===== src/rtl/core/tpw_pkg.sv =====
// ----------------------------------------------------------------------------
// tpw_pkg
// Shared constants, codes and structures of the tile pixel palette writer.
// ----------------------------------------------------------------------------
package tpw_pkg;

	// Palette storage size; the palette address wraps at this power of two.
	localparam int PALETTE_ENTRIES = 4096;
	localparam int PAL_AW          = $clog2(PALETTE_ENTRIES);

	typedef logic [PAL_AW-1:0] pal_addr_t;

	// Input function codes.
	localparam logic [1:0] FUNC_PAL_WRITE  = 2'd0;
	localparam logic [1:0] FUNC_TILE_START = 2'd1;
	localparam logic [1:0] FUNC_TILE_DATA  = 2'd2;

	// Result kinds.
	localparam logic [1:0] KIND_PIXEL = 2'd0;
	localparam logic [1:0] KIND_FETCH = 2'd1;
	localparam logic [1:0] KIND_ERROR = 2'd2;

	// Configuration register indexes.
	localparam logic [1:0] CFG_FRAME_BASE = 2'd0;
	localparam logic [1:0] CFG_ROW_PITCH  = 2'd1;
	localparam logic [1:0] CFG_BPP        = 2'd2;

	// Accepted depth codes.
	localparam logic [3:0] DEPTH_2 = 4'h2;
	localparam logic [3:0] DEPTH_4 = 4'h4;
	localparam logic [3:0] DEPTH_8 = 4'h8;

	// Drawing mode of the armed tile.
	typedef enum logic [3:0] {
		MODE_IDLE = 4'b0001,
		MODE_2BIT = 4'b0010,
		MODE_4BIT = 4'b0100,
		MODE_8BIT = 4'b1000
	} mode_t;

	// Configuration register values.
	typedef struct packed {
		logic [31:0] frame_base;
		logic [15:0] row_pitch;
		logic [2:0]  bytes_per_pixel;
	} cfg_t;

	// One result request from the issue stage to the lookup stage.
	typedef struct packed {
		logic [1:0]  kind;
		logic [31:0] address;
		pal_addr_t   pal_addr;
		logic [2:0]  bpp;
		logic        last;
	} req_t;

	// Palette write port.
	typedef struct packed {
		logic        en;
		pal_addr_t   addr;
		logic [31:0] data;
	} pal_wr_t;

endpackage


===== src/rtl/core/tpw_issue.sv =====
// ----------------------------------------------------------------------------
// tpw_issue
// Input register and tile drawing state: unpacks one pixel slot per cycle while
// not stalled and issues fetch, error and pixel requests plus palette writes.
// ----------------------------------------------------------------------------
module tpw_issue (
	input  logic             clk,
	input  logic             arst_n,
	input  logic             in_valid,
	output logic             in_ready,
	input  logic [1:0]       func,
	input  logic [11:0]      pal_index,
	input  logic [31:0]      pal_color,
	input  logic [3:0]       depth_code,
	input  logic [15:0]      tile_code,
	input  logic [7:0]       palette_number,
	input  logic [9:0]       pos_x,
	input  logic [9:0]       pos_y,
	input  logic [7:0]       data_byte,
	input  tpw_pkg::cfg_t    cfg,
	output logic             req_valid,
	output tpw_pkg::req_t    req,
	input  logic             req_ready,
	output tpw_pkg::pal_wr_t pal_wr
);
	import tpw_pkg::*;

	// Input register.
	logic        valid_s1;
	logic [1:0]  func_s1;
	logic [11:0] pal_index_s1;
	logic [31:0] pal_color_s1;
	logic [3:0]  depth_s1;
	logic [15:0] tile_code_s1;
	logic [7:0]  pal_num_s1;
	logic [9:0]  pos_x_s1;
	logic [9:0]  pos_y_s1;
	logic [7:0]  data_s1;

	// Tile drawing state.
	mode_t       mode_q;
	logic [15:0] bank_base_q;
	logic [31:0] row_start_q;
	logic [31:0] pixel_addr_q;
	logic [2:0]  byte_in_row_q;
	logic [2:0]  row_count_q;
	logic [2:0]  bpp_q;
	logic [1:0]  slot_q;

	logic        step;
	logic        item_done;
	logic        is_start;
	logic        is_data;
	logic        depth_ok;
	logic        bpp_ok;
	logic        start_ok;
	mode_t       start_mode;
	logic [25:0] prod_y;
	logic [12:0] prod_x;
	logic [31:0] start_addr;
	logic [31:0] fetch_addr;
	logic [31:0] row_next;
	logic [3:0]  nz;
	logic [3:0]  later_mask;
	logic        later_nz;
	logic        pix_nz;
	logic        last_slot;
	logic        row_end;
	logic [7:0]  shifted;
	logic [7:0]  pix_idx;
	logic [16:0] bank_sum;
	logic [31:0] pal_idx_ext;

	// The item in the input register moves one slot whenever the lookup stage can take a beat.
	assign step      = valid_s1 && req_ready;
	assign is_start  = (func_s1 == FUNC_TILE_START);
	assign is_data   = (func_s1 == FUNC_TILE_DATA) && (mode_q != MODE_IDLE);
	assign item_done = step && (!is_data || last_slot);
	assign in_ready  = !valid_s1 || item_done;

	always_ff @(posedge clk or negedge arst_n) begin
		if (!arst_n) begin
			valid_s1 <= 1'b0;
		end else if (in_valid && in_ready) begin
			valid_s1 <= 1'b1;
		end else if (item_done) begin
			valid_s1 <= 1'b0;
		end
	end

	always_ff @(posedge clk) begin
		if (in_valid && in_ready) begin
			func_s1      <= func;
			pal_index_s1 <= pal_index;
			pal_color_s1 <= pal_color;
			depth_s1     <= depth_code;
			tile_code_s1 <= tile_code;
			pal_num_s1   <= palette_number;
			pos_x_s1     <= pos_x;
			pos_y_s1     <= pos_y;
			data_s1      <= data_byte;
		end
	end

	// Tile start checks, the fetch address and the first row address.
	always_comb begin
		depth_ok = (depth_s1 inside {DEPTH_2, DEPTH_4, DEPTH_8});
		bpp_ok   = (cfg.bytes_per_pixel inside {[3'd2:3'd4]});
		start_ok = depth_ok && bpp_ok;
		case (depth_s1)
			DEPTH_2: start_mode = MODE_2BIT;
			DEPTH_4: start_mode = MODE_4BIT;
			default: start_mode = MODE_8BIT;
		endcase
		prod_y     = pos_y_s1 * cfg.row_pitch;
		prod_x     = pos_x_s1 * cfg.bytes_per_pixel;
		start_addr = cfg.frame_base + {6'd0, prod_y} + {19'd0, prod_x};
		if (depth_s1 == DEPTH_2) begin
			fetch_addr = {11'd0, tile_code_s1, 5'd0};
		end else begin
			fetch_addr = {10'd0, tile_code_s1, 6'd0};
		end
	end

	// Pixel slot unpacking, high bits first.
	always_comb begin
		case (mode_q)
			MODE_2BIT: begin
				nz        = {|data_s1[1:0], |data_s1[3:2], |data_s1[5:4], |data_s1[7:6]};
				shifted   = data_s1 << {slot_q, 1'b0};
				pix_idx   = {6'd0, shifted[7:6]};
				last_slot = (slot_q == 2'd3);
				row_end   = (byte_in_row_q == 3'd1);
			end
			MODE_4BIT: begin
				nz        = {2'b00, |data_s1[3:0], |data_s1[7:4]};
				shifted   = data_s1 << {slot_q[0], 2'b00};
				pix_idx   = {4'd0, shifted[7:4]};
				last_slot = slot_q[0];
				row_end   = (byte_in_row_q == 3'd3);
			end
			MODE_8BIT: begin
				nz        = {3'b000, |data_s1};
				shifted   = data_s1;
				pix_idx   = shifted;
				last_slot = 1'b1;
				row_end   = (byte_in_row_q == 3'd7);
			end
			default: begin
				nz        = 4'b0000;
				shifted   = data_s1;
				pix_idx   = 8'd0;
				last_slot = 1'b1;
				row_end   = 1'b0;
			end
		endcase
		later_mask = 4'b1110 << slot_q;
		later_nz   = |(nz & later_mask);
		pix_nz     = nz[slot_q];
		bank_sum   = {1'b0, bank_base_q} + {9'd0, pix_idx};
		row_next   = row_start_q + {16'd0, cfg.row_pitch};
	end

	// Request toward the lookup stage.
	always_comb begin
		req_valid    = step && (is_start || (is_data && pix_nz));
		req.pal_addr = bank_sum[PAL_AW-1:0];
		if (is_start) begin
			req.kind    = start_ok ? KIND_FETCH : KIND_ERROR;
			req.address = start_ok ? fetch_addr : 32'd0;
			req.bpp     = 3'd0;
			req.last    = 1'b1;
		end else begin
			req.kind    = KIND_PIXEL;
			req.address = pixel_addr_q;
			req.bpp     = bpp_q;
			req.last    = !later_nz;
		end
	end

	// Palette write port.
	assign pal_idx_ext  = {20'd0, pal_index_s1};
	assign pal_wr.en    = step && (func_s1 == FUNC_PAL_WRITE);
	assign pal_wr.addr  = pal_idx_ext[PAL_AW-1:0];
	assign pal_wr.data  = pal_color_s1;

	// Drawing state update.
	always_ff @(posedge clk or negedge arst_n) begin
		if (!arst_n) begin
			mode_q        <= MODE_IDLE;
			bank_base_q   <= '0;
			row_start_q   <= '0;
			pixel_addr_q  <= '0;
			byte_in_row_q <= '0;
			row_count_q   <= '0;
			bpp_q         <= 3'd2;
			slot_q        <= '0;
		end else if (step) begin
			if (is_start) begin
				if (start_ok) begin
					mode_q        <= start_mode;
					bank_base_q   <= (depth_s1 == DEPTH_8) ? {pal_num_s1, 8'd0} :
					                                         {4'd0, pal_num_s1, 4'd0};
					bpp_q         <= cfg.bytes_per_pixel;
					row_start_q   <= start_addr;
					pixel_addr_q  <= start_addr;
					byte_in_row_q <= '0;
					row_count_q   <= '0;
					slot_q        <= '0;
				end else begin
					mode_q <= MODE_IDLE;
				end
			end else if (is_data) begin
				if (!last_slot) begin
					slot_q       <= slot_q + 2'd1;
					pixel_addr_q <= pixel_addr_q + {29'd0, bpp_q};
				end else begin
					slot_q <= '0;
					if (row_end) begin
						byte_in_row_q <= '0;
						row_start_q   <= row_next;
						pixel_addr_q  <= row_next;
						if (row_count_q == 3'd7) begin
							row_count_q <= '0;
							mode_q      <= MODE_IDLE;
						end else begin
							row_count_q <= row_count_q + 3'd1;
						end
					end else begin
						byte_in_row_q <= byte_in_row_q + 3'd1;
						pixel_addr_q  <= pixel_addr_q + {29'd0, bpp_q};
					end
				end
			end
		end
	end

	// The slot counter stays within the pixels of one byte of the current mode.
	a_slot_range: assert property (@(posedge clk) disable iff (!arst_n)
		(mode_q == MODE_4BIT) |-> (slot_q <= 2'd1))
		else $error("slot counter past the last 4-bit pixel");
	a_slot_single: assert property (@(posedge clk) disable iff (!arst_n)
		(mode_q == MODE_8BIT || mode_q == MODE_IDLE) |-> (slot_q == 2'd0))
		else $error("slot counter moved without multi-pixel bytes");
	a_row_bytes: assert property (@(posedge clk) disable iff (!arst_n)
		(mode_q == MODE_2BIT) |-> (byte_in_row_q <= 3'd1))
		else $error("2-bit row took more than two bytes");

endmodule


===== config.mk =====
export PLATFORM = sky130hd
export DESIGN_NAME = tpw_issue
export DESIGN_NICKNAME = d
export VERILOG_FILES = /design/src/rtl/core/tpw_pkg.sv /design/src/rtl/core/tpw_issue.sv
export SDC_FILE = /design/constraint.sdc
export NUM_CORES = 1
export LEC_CHECK = 0
export CAP_MARGIN = 10
export CORE_UTILIZATION = 50
export DETAILED_ROUTE_END_ITERATION = 10
export DONT_BUFFER_PORTS = 1
export HOLD_SLACK_MARGIN = 0.12
export SLEW_MARGIN = 20
export SYNTH_ARGS = -nofsm -noshare
export SYNTH_HDL_FRONTEND = slang
export SYNTH_SLANG_ARGS = --single-unit
export TNS_END_PERCENT = 50

===== constraint.sdc =====
create_clock -name clk -period 11.7 [get_ports clk]
set_clock_uncertainty 0.05 [all_clocks]
set_input_delay 2.34 -clock clk [delete_from_list [all_inputs] [get_ports clk]]
set_output_delay 2.34 -clock clk [all_outputs]
set_load 0.02 [all_outputs]

; Word-level counts from Yosys, hierarchy flattened
; Index checks and enable logic that the tools add are counted.
; Widths: inputs -> output; s select.
[word_totals]
regBits = 194
latchBits = 0
ramBits = 0
rom_bits = 0
inputBits = 157
word_cells = 129
mem_count = 0
[op_classes]
addsub = 8
n_mul = 2
div = 0
order_cmp = 3
n_eq_ne = 15
shifts = 3
muxes = 44
bitwise = 1
reduce_logical = 35
[op_table]
columns = cell, n
row1 = $mux 32, 10
row2 = $mux 34, 1
row3 = $add 32x13->32, 1
row4 = $add 32x16->32, 1
row5 = $add 32x26->32, 1
row6 = $add 32x3->32, 1
row7 = $mux 3, 10
row8 = $mux 4, 7
row9 = $mul 10x16->26, 1
row10 = $pmux 8 s3, 1
row11 = $mux 22, 1
row12 = $shl 8x3->8, 2
row13 = $mul 10x3->13, 1
row14 = $add 12x8->12, 1
row15 = $mux 12, 1
row16 = $pmux 4 s3, 1
row17 = $reduce_or 4->1, 3
row18 = $mux 2, 5
row19 = $reduce_and 5->1, 2
row20 = $reduce_bool 2->1, 5
row21 = $logic_and 1x1->1, 9
row22 = $eq 4x2->1 const B, 2
row23 = $eq 4x3->1 const B, 2
row24 = $eq 4x4->1 const B, 2
row25 = other kinds (27), 40

; Depth between registers and ports, before layout
; Gate-level depths: netlist (run 1).
[depth]
depth_word = 8
mapped_depth = 24

; Worst setup path before layout (run 1)
; No wires, ideal clock.
[synth_timing]
kind = in2reg
startpoint = in cfg[1] in the netlist's numbering
endpoint = reg pixel_addr_q[22]
arrival_time_ps = 7662
required_time_ps = 11524
setup_slack_ps = 3862
stages = 22
cell_sequence = clkbuf_1 and2_1 fa_1 inv_1 fa_1 inv_1 fa_1 inv_1 fa_1 inv_1 fa_1 inv_1 fa_1 inv_1 ha_1 a2111o_1 o21ai_0 a21oi_1 nor2_1 o21ai_0 xor2_1 a221o_1
[synth_between]
elab_chain_len = 5
word_cells_on_any_way = 10
[synth_lines]
columns = item, line_no
row1 = from (decl), tpw_issue.sv:20  ; input tpw_pkg::cfg_t cfg,
row2 = "parallel branches: the longest is 5 deep, another holds $add 32x13->32", --
row3 = to (signal assigned), tpw_issue.sv:206  ; pixel_addr_q <= start_addr;
row4 = to (signal assigned), tpw_issue.sv:216  ; pixel_addr_q <= pixel_addr_q + {29'd0, bpp_q};
row5 = to (signal assigned), tpw_issue.sv:222  ; pixel_addr_q <= row_next;
row6 = to (decl), tpw_issue.sv:44  ; logic [31:0] pixel_addr_q;
; Parallel ways; which one is timed is not known. The select of a mux whose other input is x is not followed.
; A chain may end at the register's enable or synchronous reset.

; Worst setup path in the final report (run 1)
[layout_timing]
startpoint = in cfg[1] in the netlist's numbering
endpoint = reg row_start_q[29]
[layout_between]
elab_chain_len = 5
word_cells_on_any_way = 10
[layout_lines]
columns = item, line_no
row1 = "parallel branches: the longest is 5 deep, another holds $add 32x13->32", --
row2 = to (signal assigned), tpw_issue.sv:205  ; row_start_q <= start_addr;
row3 = to (signal assigned), tpw_issue.sv:221  ; row_start_q <= row_next;
row4 = to (decl), tpw_issue.sv:43  ; logic [31:0] row_start_q;
; Parallel ways; which one is timed is not known. The select of a mux whose other input is x is not followed.

==> flow_summary.ini, run 1 <==
[run_status]
outcome = finished, final reports clean

[synth]
synth_top_cell_by_area = fa_1
netlist_instances = 1894
synthesis.nets = 2331
seq_area_frac_synth_pct = 29.7
synth_edf_count = 102
synth_seq_cells = 190
netlist.area_leader.share_pct = 19.1
ys.flop_type = edfxtp_1
syn_area_um2 = 17700
synthTopCellsByArea = fa_1 19%, edfxtp_1 17%, dfrtp_1 12%, ha_1 7.8%, nand2_1 5.4%
synthArstFlopShare_pct = 46.3
avgSynthCellArea_um2 = 9.36
synthDistinctLibCells = 84
ys_warn_count = 0
synth.most_common_cell = nand2_1
synth_common_cells = 254 x nand2_1, 248 x inv_1, 169 x fa_1

[clocking]
postCtsSetupBuffers = 0
cts_made_buffers = 17
clock_latency_ns = 0.46
cts_buffer_depth = 2
htreeDepth = 4
ctsHoldBuffers = 0
clock-root-buffer = clkbuf_16
cts_tree = done
clkTransAtPathRegs_ns = 0.07
cts.sinks = 190
cts_resized = 0

[timing]
tns_ns = 0
min_period_ns = 7.82
fmax_mhz = 128
slew_viol_final = 0
hold_viol_final = 0
rsz0062_at_grt = false
setup_violations = 0
relSlewSlack_pct = 33.6
worst_hold_slack_ns = 0.429
tightest_slew_ns = 0.981
period_share_pct = 66.8

[finish]
multi_input_area_um2 = 11200
syn_to_final_growth_pct = 5.17
n_antenna_cell = 0
final_nets = 2276
drive_gt1_share_pct = 3.94
num-fill-cells = 3224
register_area_um2 = 5270

[floorplanning]
die_w_um = 190
start_util_pct = 51.1
chipHeight_um = 190
die-area_um2 = 36200
ioPinCount = 254
core_um2 = 34700
row_count = 68

[setup_path]
cp_cell_sequence = and2_1 > fa_1 > inv_1 > fa_1 > inv_1 > fa_1 > inv_1 > fa_1 > inv_1 > fa_1 > inv_1 > fa_1 > inv_1 > ha_1 > o211ai_1 > o21a_1 > a211oi_1 > o21ai_1 > a21oi_1 > mux2i_1 > a311oi_1 > o311ai_1
start_kind = input port
max_stage_delay_ns = 0.60
cp.buffers_inverters = 6
crit_type = in2reg
end_kind = flip-flop
crit_family = adder cells
required_ns = 11.98
arrival_ns = 8.10
slowest_stage = a211oi_1
cp_max_fo = 13

[place]
dp_hpwl_mm = 35.5
port_buffers = 0
gp_congestion = 0.865

[pwr]
leakagePower_uw = 0.00835
power_density_nw_per_um2 = 278
ir_drop_v = 0.000290

[drt]
dr.first_iter.drc_count = 840
wire_per_inst_um = 20.1
route.detailed.drc = 0
drt-total-wl_mm = 46.3
num_vias = 13300
first_pass_iters = 5
vias_per_cell = 5.78
ant_nets = 0

[min_path]
hp-class = reg2reg

[global_route]
grt.overflow.total = 0
grt_max_degree = 89
grt_pass1_vias = 13700
grt.total_usage_pct = 26.7
antenna_found_initial = 0
grt_first_pass_wirelength_mm = 74.0

[job]
drv_cap = 0
-- area by class of cell --
type | count | share of cell area, %
clock buffers | 19 | 2.37
clock inverters | 13 | 0.818
inverters | 248 | 4.99
multi-input cells | 1373 | 60.2
flip-flops and latches | 190 | 28.2
well taps | 455 | 3.05
repair buffers | 9 | 0.362
-- worst reg2reg max path: stages (launching register included) --
cell	delay [ns]
edfxtp_1	0.65
and2_1	0.29
fa_1	0.48
inv_1	0.05
fa_1	0.49
inv_1	0.06
fa_1	0.50
inv_1	0.05
fa_1	0.50
inv_1	0.05
fa_1	0.53
inv_1	0.05
fa_1	0.50
inv_1	0.04
ha_1	0.34
o211ai_1	0.12
o21a_1	0.20
a211oi_1	0.60
o21ai_1	0.20
a21oi_1	0.21
mux2i_1	0.09
a311oi_1	0.33
o311ai_1	0.15
-- per-layer routing --
metal | part of all wire (%) | global-route usage, % | up-vias
met2 | 48 | 45.1 | 449
met4 | 2.5 | 8.77 | 0
met1 | 42 | 33.5 | 6594
met3 | 7.1 | 6.18 | 64
met5 | 0 | 0 | -
li1 | - | - | 6232
-- path summary, 6_finish.rpt --
kind	from	end	slack [ns]	depth (start not counted)
setup / recovery	cfg[1]	row_start_q[29]	3.88	22
hold / removal	bank_base_q[4]	bank_base_q[4]	0.43	2
setup reg to reg	pos_y_s1[0]	row_start_q[29]	5.03	22
hold reg to reg	bank_base_q[4]	bank_base_q[4]	0.43	2
max in group asynchronous	arst_n	mode_q[0]	9.81	0
min in group asynchronous	arst_n	row_start_q[12]	1.53	0
-- kinds of logic after synthesis --
kind of cell    after synthesis  synth area share (%)
buf+inv                     331                  7.15
fa+ha+maj                   280                  26.9
xor+xnor                     71                  3.51
flops                       190                  29.7
compound gates              356                  13.1
simple gates                637                  17.8
mux                          29                  1.79
-- power by group --
part	total, uW	switching, uW	internal [uW]	leakage, uW
clock	603	294	309	0.000286
sequential	975	154	821	0.00210
combinational	3600	2170	1430	0.00597
-- flip-flops by register name, indices dropped and copies added, names as in the netlist --
name and cells:
bank_base_q 8, slot_q 2, depth_s1 4, pal_color_s1 32
pal_index_s1 12, tile_code_s1 16, mode_q 4, pos_x_s1 10
pos_y_s1 10, row_start_q 32, valid_s1 1, func_s1 2
byte_in_row_q 3, row_count_q 3, pal_num_s1 8, data_s1 8
pixel_addr_q 32, bpp_q 3
-- per-stage QoR --
stage | utilization [%] | area, um2 | total power, uW | std cells | setup WS (ns)
detailed placement | 52.0 | 18000 | 4590 | 2275 | 3.48
finish | 53.7 | 18700 | 5180 | 2307 | 3.88
global route | 53.7 | 18700 | 5750 | 2307 | 3.59
CTS | 53.7 | 18600 | 5220 | 2307 | 3.97
global placement | 52.0 | 18000 | 4560 | 2275 | 3.56
floorplan | - | 17700 | 3750 | 1894 | 3.86
-- cells in the final DEF (no fill, tap or decap), types with 18 or more instances in the layout --
cell and n:
o21ai_0 110, fa_1 169, a21oi_1 78, nor2_1 80, nand3_1 46, ha_1 111, edfxtp_1 102, a21o_1 21
xnor2_1 34, nor3_1 18, o211ai_1 23, and2_1 127, nand2_1 254, mux2i_1 26, dfrtp_1 86, inv_1 248
xor2_1 37
No activity file was read; power rests on OpenSTA's default activity.
==> run 2: changes to the inputs <==
Settings changed: ABC_AREA set to 1, PLACE_DENSITY set to 0.68.
Clock period 11.7 ns to 6.56 ns, I/O delays scaled along.
==> run 2 against run 1 <==
Compared with the run above: via count is 25% higher; final cell count is 36% higher; clock power is 81% higher; sequential cell count stayed put; critical path depth stayed put; non-clock buffer count is 22 higher; synthesized area is 10% higher.
==> flow_summary.ini, run 2 <==
[synth]
synth_edf_count = 102
synth_xor_area_share_pct = 1.52
synth_top_family_by_area = simple AND/OR/NAND/NOR gates
netlist_instances = 2644
ys_warn_count = 0
avgSynthCellArea_um2 = 7.39
synthArstFlopShare_pct = 46.3
synth_seq_cells = 190
synth-simple-area-share_pct = 26.2
netlist.area_leader.share_pct = 17.3
ys.flop_type = edfxtp_1
synthesis.nets = 3081
synth.most_common_cell = nand2_1
synthDistinctLibCells = 54
seq_area_frac_synth_pct = 27.0
synth_compound_area_share_pct = 6.54
synth_common_cells = 800 x nand2_1, 590 x inv_1, 186 x nor2_1
synthTopCellsByArea = fa_1 17%, edfxtp_1 16%, nand2_1 15%, inv_1 11%, dfrtp_1 11%
synth_top_cell_by_area = fa_1
syn_area_um2 = 19500
muxShareOfSynthArea_pct = 0.672
synthAdderAreaFrac_pct = 24.4

[global_route]
grt-busiest-layer = met2
use_met1_pct = 39.0
grt_pass1_vias = 16700
grt_first_pass_wirelength_mm = 89.3
grt.total_usage_pct = 29.7
grt_max_degree = 89
grt.overflow.total = 0
met3_usage_pct = 7.95
met2_usage_pct = 45.7
antenna_found_initial = 4

[timing]
hold_viol_final = 0
fin_ws_ns = 0.376
period_share_pct = 94.3
tightest_slew_ns = 0.898
relSlewSlack_pct = 40.1
setup_violations = 0
min_period_ns = 6.18
slew_viol_final = 0
rsz0062_at_grt = false
fmax_mhz = 162

[finish]
drive_gt1_share_pct = 4.45
final_nets = 3052
final_area_um2 = 20600
reg_top3 = pal_color_s1 x32, pixel_addr_q x32, row_start_q x32
mostFrequentLayoutCell = nand2_1
syn_to_final_growth_pct = 5.61
fin_cells = 3148
final_cell_mix = 800 x nand2_1, 590 x inv_1, 185 x nor2_1, 169 x fa_1, 147 x nand3_1

[drt]
route.detailed.drc = 0
vias_per_cell = 5.29
drt-total-wl_mm = 56.3
wire_per_inst_um = 17.9
ant_nets = 0
first_pass_iters = 6
num_vias = 16700
dr.first_iter.drc_count = 1347

[floorplanning]
ioPinCount = 254
die-area_um2 = 39900
start_util_pct = 50.7
core_um2 = 38600
chipHeight_um = 200
row_count = 72
die_w_um = 200

[place]
gp_congestion = 0.926
dp.cells = 3114
dp_hpwl_mm = 45.8
place_ws_ns = -0.00364
postPlaceCellArea_um2 = 20000
port_buffers = 0

[setup_path]
cp.depth = 22
start_kind = flip-flop
slowest_stage = edfxtp_1
r2r_start = pos_y_s1[4]
regToRegSetupSlack_ns = 0.38
cp_common_cell = fa_1
crit_type = reg2reg
required_ns = 6.93
endpoint = pixel_addr_q[23]
cp.buffers_inverters = 5
max_stage_delay_ns = 0.83
crit_family = adder cells
reg2reg_depth = 22
arrival_ns = 6.55
cp_cell_sequence = nand2_1 > fa_1 > inv_1 > fa_1 > fa_1 > fa_1 > fa_1 > inv_1 > fa_1 > inv_1 > ha_1 > nand2_1 > nor2_1 > buf_4 > a21oi_1 > nand2_1 > nand2_1 > nand3_1 > nand3_1 > nand2_1 > inv_1 > a21oi_1
cp_max_fo = 16
critical_path.startpoint = pos_y_s1[4]
end_kind = flip-flop
reg2reg_to = pixel_addr_q[23]

[clocking]
ctsHoldBuffers = 0
clock_latency_ns = 0.49
cts_resized = 0
cts.sinks = 190
htreeDepth = 4
clock-root-buffer = clkbuf_16
cts_tree = done
cts_made_buffers = 17
cts_buffer_depth = 2
clkTransAtPathRegs_ns = 0.09
postCtsSetupBuffers = 0

[pwr]
power_density_nw_per_um2 = 564
ir_drop_v = 0.000468
leakagePower_uw = 0.0114

[min_path]
hp-class = reg2reg

[job]
drv_cap = 0

[run_status]
outcome = finished, final reports clean
run 2: cell types whose count changed after synthesis, moves of 21 or more:
cell	delta
xnor2_1	-21
nor2_1	+106
o21ai_0	-27
nand3_1	+101
a21o_1	-21
nand2_1	+546
and2_1	-124
inv_1	+342
run 2: layout make-up:
| cell class | instances | area (um2) |
|---|---|---|
| Multi-Input combinational cell | 1775 | 11600 |
| Inverter | 600 | 2250 |
| Timing Repair Buffer | 31 | 233 |
| Antenna cell | 2 | 5.00 |
| Clock inverter | 14 | 185 |
| Sequential cell | 190 | 5270 |
| Fill cell | 3733 | 17900 |
| Clock buffer | 18 | 439 |
| Tap cell | 518 | 648 |
run 2: per-layer routing:
layer	part of all wire (%)	vias up
li1	-	7989
met1	42	7871
met2	44	677
met4	4.0	4
met5	0.046	-
met3	10	115
run 2: worst reg2reg max path, cell delays in order (launching register included):
cell,delay (ns)
edfxtp_1,0.83
nand2_1,0.19
fa_1,0.59
inv_1,0.06
fa_1,0.55
fa_1,0.44
fa_1,0.46
fa_1,0.49
inv_1,0.05
fa_1,0.52
inv_1,0.07
ha_1,0.40
nand2_1,0.12
nor2_1,0.17
buf_4,0.16
a21oi_1,0.07
nand2_1,0.16
nand2_1,0.09
nand3_1,0.09
nand3_1,0.22
nand2_1,0.14
inv_1,0.05
a21oi_1,0.15
run 2: how the worst min path moves through the flow:
stage                     slack [ns]  depth (start not counted)       startpoint          endpoint
final                           0.44                          2  row_start_q[10]   row_start_q[10]
after global routing            0.45                          0           arst_n  pixel_addr_q[21]
after CTS                       0.44                          0           arst_n  pixel_addr_q[21]
after detailed placement        0.42                          2  row_start_q[10]   row_start_q[10]
after global placement          0.42                          2  row_start_q[10]   row_start_q[10]
after floorplan                 0.40                          2   row_start_q[0]    row_start_q[0]
run 2: metrics by stage:
step	total power (uW)	hold slack, ns	util, %	TNS, ns
after detailed placement	10400	0.421	51.9	-0.00663
after global routing	12900	0.449	53.5	0
after CTS	11600	0.439	53.5	0
after global placement	10400	0.419	51.9	0
final	11600	0.442	53.5	0
after floorplan	7840	0.403	-	0
run 2: kinds of logic after synthesis:
family | after synthesis
fa+ha+maj | 280
simple gates | 1227
mux | 13
buf+inv | 679
flops | 190
xor+xnor | 34
compound gates | 221
run 2: power by group:
| part | total (uW) | internal [uW] | switching [uW] |
|---|---|---|---|
| Clock | 1090 | 531 | 560 |
| Combinational | 8660 | 3040 | 5620 |
| Sequential | 1870 | 1530 | 341 |
| Total | 11600 | 5110 | 6520 |
